$ cat src/hdl/pip_ram.sv
// pip_ram: generic single write port, single read port ram with registered read
// no package dependencies
`default_nettype none

module pip_ram #(
  parameter int WIDTH = 8,
  parameter int DEPTH = 16
) (
  input  wire logic                     clk,
  input  wire logic                     we,
  input  wire logic [$clog2(DEPTH)-1:0] waddr,
  input  wire logic [WIDTH-1:0]         wdata,
  input  wire logic                     re,
  input  wire logic [$clog2(DEPTH)-1:0] raddr,
  output logic      [WIDTH-1:0]         rdata
);

  logic [WIDTH-1:0] mem [DEPTH];

  always_ff @(posedge clk) begin
    if (we) begin
      mem[waddr] <= wdata;
    end
    if (re) begin
      rdata <= mem[raddr];
    end
  end

endmodule

`default_nettype wire

$ cat config.mk
export PLATFORM = sky130hd
export DESIGN_NAME = pip_ram
export DESIGN_NICKNAME = d
export VERILOG_FILES = /design/src/hdl/pip_ram.sv
export SDC_FILE = /design/constraint.sdc
export NUM_CORES = 1
export LEC_CHECK = 0
export BUFFER_PORTS_ARGS = -buffer_cell sky130_fd_sc_hd__buf_2
export CAP_MARGIN = 20
export CORE_ASPECT_RATIO = 0.8
export CORE_MARGIN = 1.5
export CORE_UTILIZATION = 25
export CTS_CLUSTER_DIAMETER = 150
export DETAILED_ROUTE_END_ITERATION = 10
export PLACE_DENSITY_LB_ADDON = 0.15
export RECOVER_POWER = 100
export SLEW_MARGIN = 10
export SYNTH_ARGS = -nofsm -noshare
export SYNTH_HDL_FRONTEND = slang
export SYNTH_SLANG_ARGS = --single-unit
$ cat constraint.sdc
create_clock -name clk -period 3.6 [get_ports clk]
set_clock_uncertainty 0.05 [all_clocks]
set_input_delay 0.54 -clock clk [delete_from_list [all_inputs] [get_ports clk]]
set_output_delay 0.54 -clock clk [all_outputs]
set_load 0.05 [all_outputs]
==> Flow_metrics.wiki <==
{| class="wikitable"
! Metric !! Value
|-
| Result of the run || complete, no violations
|-
| Maximum vdd drop || 0.297 mV
|-
| Aggregate negative setup slack || 0 ns
|-
| Hold Path End || mem[0][6]
|-
| Clock tree from TritonCTS || yes
|-
| DRC violations left || 0
|-
| Worst skew pair latency || 0.41 ns
|-
| Vertical die dimension || 132 um
|-
| Number of I/O pins || 27
|-
| Count of buffers added by post-CTS timing repair for setup || 0
|-
| Longest individual stage delay on the worst path || 0.92 ns
|-
| Critical setup path kind || in -> reg
|-
| Highest achievable clock rate || 371 MHz
|-
| Number of standard cells in the final layout excluding fillers || 558
|-
| Clock root buffer || clkbuf_16
|-
| Comb pwr share || 5.0%
|-
| Area growth syn-to-layout || 18.7%
|-
| Max H-tree Level || 4
|-
| Worst slew margin relative to its limit || 14.2%
|-
| Sequential group share of total power || 49.0%
|-
| Unrepaired setup endpoints after global routing || no
|-
| Global route total overflow || 0
|-
| Reg2reg start || mem[9][3]
|-
| Clock buffers created by TritonCTS || 17
|-
| Total number of nets in the final design || 295
|-
| Internal reg-to-reg setup slack || 2.07 ns
|-
| Total of endpoints with negative setup slack in the final report || 0
|-
| Endpoint of the most critical register-to-register path || rdata[3]
|-
| Critical hold path startpoint || waddr[1]
|-
| Site Rows || 47
|-
| Leakage || 1.95 nW
|-
| Detailed-route wire length || 11700 um
|-
| Number of cell instances on the worst register-to-register path || 3
|-
| Power spent charging and discharging nets || 0.000749 W
|-
| Post-DR vias/cell || 4.43
|-
| Die ar. || 21800 um2
|-
| Chip width || 165 um
|-
| Post-route ant nets || 0
|-
| Number of buffers inserted by port buffering || 26
|-
| Switching part of the total || 20.4%
|-
| Number of placed cells counting well taps || 524
|-
| Vias in the first global route || 2554
|-
| Classification of the worst-slack hold path || in -> reg
|-
| Number of warning messages in the yosys log || 0
|-
| RePlAce Congestion || 0.765
|-
| Number of cells produced by synthesis || 229
|-
| Number of clock sinks || 136
|-
| Initial DRC count || 198
|-
| Most frequently used flop master after synthesis || edfxtp_1
|-
| Number of enable-type register cells in the synthesized netlist || 136
|-
| Iteration count of the initial detailed-routing pass || 4
|-
| Number of hold-repair buffers added at the cts stage || 0
|-
| Worst-path maximum fanout || 15
|-
| Syn Std Cell Area || 5230 um2
|-
| Post-synthesis register bit count || 136
|-
| Mean instance size in the synthesized netlist || 22.8 um2
|-
| Clock period minus worst slack || 2.70 ns
|-
| Family with the most delay on the worst path || buffers and inverters
|-
| Unique cell type count in the Yosys netlist || 18
|-
| MaxCap Viol Count || 0
|-
| Pint || 0.00292 W
|-
| Asr flop ratio synth || 0%
|-
| Endpoint type of the worst setup path || register
|-
| Endpoint arrival time on the critical path || 2.79 ns
|-
| Min setup slack post-route || 0.904 ns
|-
| Syn Nets || 248
|-
| Initial core utilization || 25.4%
|-
| Final Cycle Share || 74.9%
|-
| Cells resized by post-CTS repair || 0
|-
| Worst hold path cell count || 2
|-
| Worst path slowest cell || clkbuf_1
|-
| Clock slew at the register clock pins of the worst setup and hold paths || 0.06 ns
|-
| Max Transition Viols Final || 0
|-
| GRT Util Overall || 11.5%
|-
| Number of diodes added for antenna fixing || 0
|-
| Post-Place Worst Slack || 0.976 ns
|-
| Avg WL per Cell || 21.0 um
|-
| Share of power burned in the clock network || 46.0%
|-
| First-pass GRT wire length || 17100 um
|-
| Maximum number of pins on one net before global-route repair || 24
|-
| Register area share after synthesis || 78.1%
|-
| Startpoint Class || input pin
|-
| Core area || 20600 um2
|-
| Tightest Pin Transition || 1.29 ns
|-
| Half-perimeter wire length after detailed placement || 7780 um
|-
| Number of buffers and inverters on the critical path || 2
|-
| Required time reported for the critical path endpoint || 3.70 ns
|-
| Worst path cell trace || clkbuf_1 -> buf_4 -> mux4_2 -> a22oi_1 -> nand2_1
|-
| Count of final hold-check violations || 0
|-
| Maximum count of clock buffers along a single path || 2
|-
| Number of stages on the worst setup path || 5
|-
| Antenna violations before repair || 0
|-
| Vias after detailed routing || 2472
|-
| P per Cell Area || 591 nW/um2
|-
| Layout cells sized above 1 || 17.3%
|}
## cell families after synthesis
| kind of cell | share of synthesized area, % |
|---|---|
| flip-flops | 78.1 |
| multiplexers | 14.8 |
| AO/OA/AOI/OAI | 2.30 |
| buffers and inverters | 1.65 |
| AND/OR/NAND/NOR | 3.14 |
## worst max-delay path by stage
| stage | start | end | slack [ns] |
|---|---|---|---|
| 2_1_floorplan | waddr[2] | mem[0][0] | 1.52 |
| 3_3_place_gp | raddr[0] | rdata[7] | 0.99 |
| 3_5_place_dp | raddr[0] | rdata[7] | 0.98 |
| 4_1_cts | raddr[0] | rdata[7] | 1.42 |
| 5_1_grt | raddr[0] | rdata[0] | 0.77 |
| 6_report | raddr[0] | rdata[7] | 0.90 |
## placed cells by master, fill, tap and decap left out, types with 2 or more instances in the layout
cell	n
mux4_2	18
buf_2	4
clkbuf_16	17
nand2_1	9
nor2_1	13
nand3b_1	2
clkbuf_1	34
bufinv_16	3
clkinv_2	3
clkinv_1	5
nor3_1	4
mux4_1	14
a22oi_1	16
edfxtp_1	136
nand2b_1	2
buf_4	3
## power by group through the flow
stage                     Combinational [W]  Clock (W)  Sequential (W)
final                              0.000184    0.00169         0.00180
after global routing               0.000200    0.00179         0.00180
after CTS                          0.000194    0.00172         0.00180
after detailed placement           0.000194          0         0.00183
after global placement             0.000193          0         0.00183
after floorplan                   0.0000900          0         0.00185
## per-layer routing
layer  routed length (um)  share of wire (%)  GRT usage (%)
met5                    0                  0              0
met4                  119                1.0           4.15
met3                  731                6.2           3.24
met2                 5320                 45           16.4
met1                 5530                 47           16.6
## layout make-up
class,instances,area [um2]
Clock buffer,20,437
Clock inverter,12,133
Fill cell,2022,14400
Multi-Input combinational cell,83,1060
Sequential cell,136,4080
Tap cell,269,337
Timing Repair Buffer,38,159
## Yosys cell counts (2+ instances only)
library cell,n,area (um2)
nand2_1,9,33.8
clkdlybuf4s25_2,3,30.0
buf_2,3,15.0
mux4_2,18,405
a22oi_1,16,120
nor2_1,13,48.8
edfxtp_1,136,4080
mux4_1,14,368
nand2b_1,2,12.5
nand3b_1,2,15.0
nor3_1,4,20.0
buf_6,3,33.8
## flip-flops by register name (all words and copies together) (netlist names)
name   flops
mem      128
rdata      8
## per-stage QoR
stage                     hold slack [ns]  power (W)  cell area (um2)  utilization, %
after CTS                           0.452    0.00371             6250            30.4
after global placement              0.685    0.00202             5680            27.6
final                               0.566    0.00367             6210            30.2
after floorplan                     0.589    0.00194             5230               -
after global routing                0.560    0.00379             6210            30.2
after detailed placement            0.685    0.00202             5680            27.6
No activity file was read; power rests on OpenSTA's default activity.
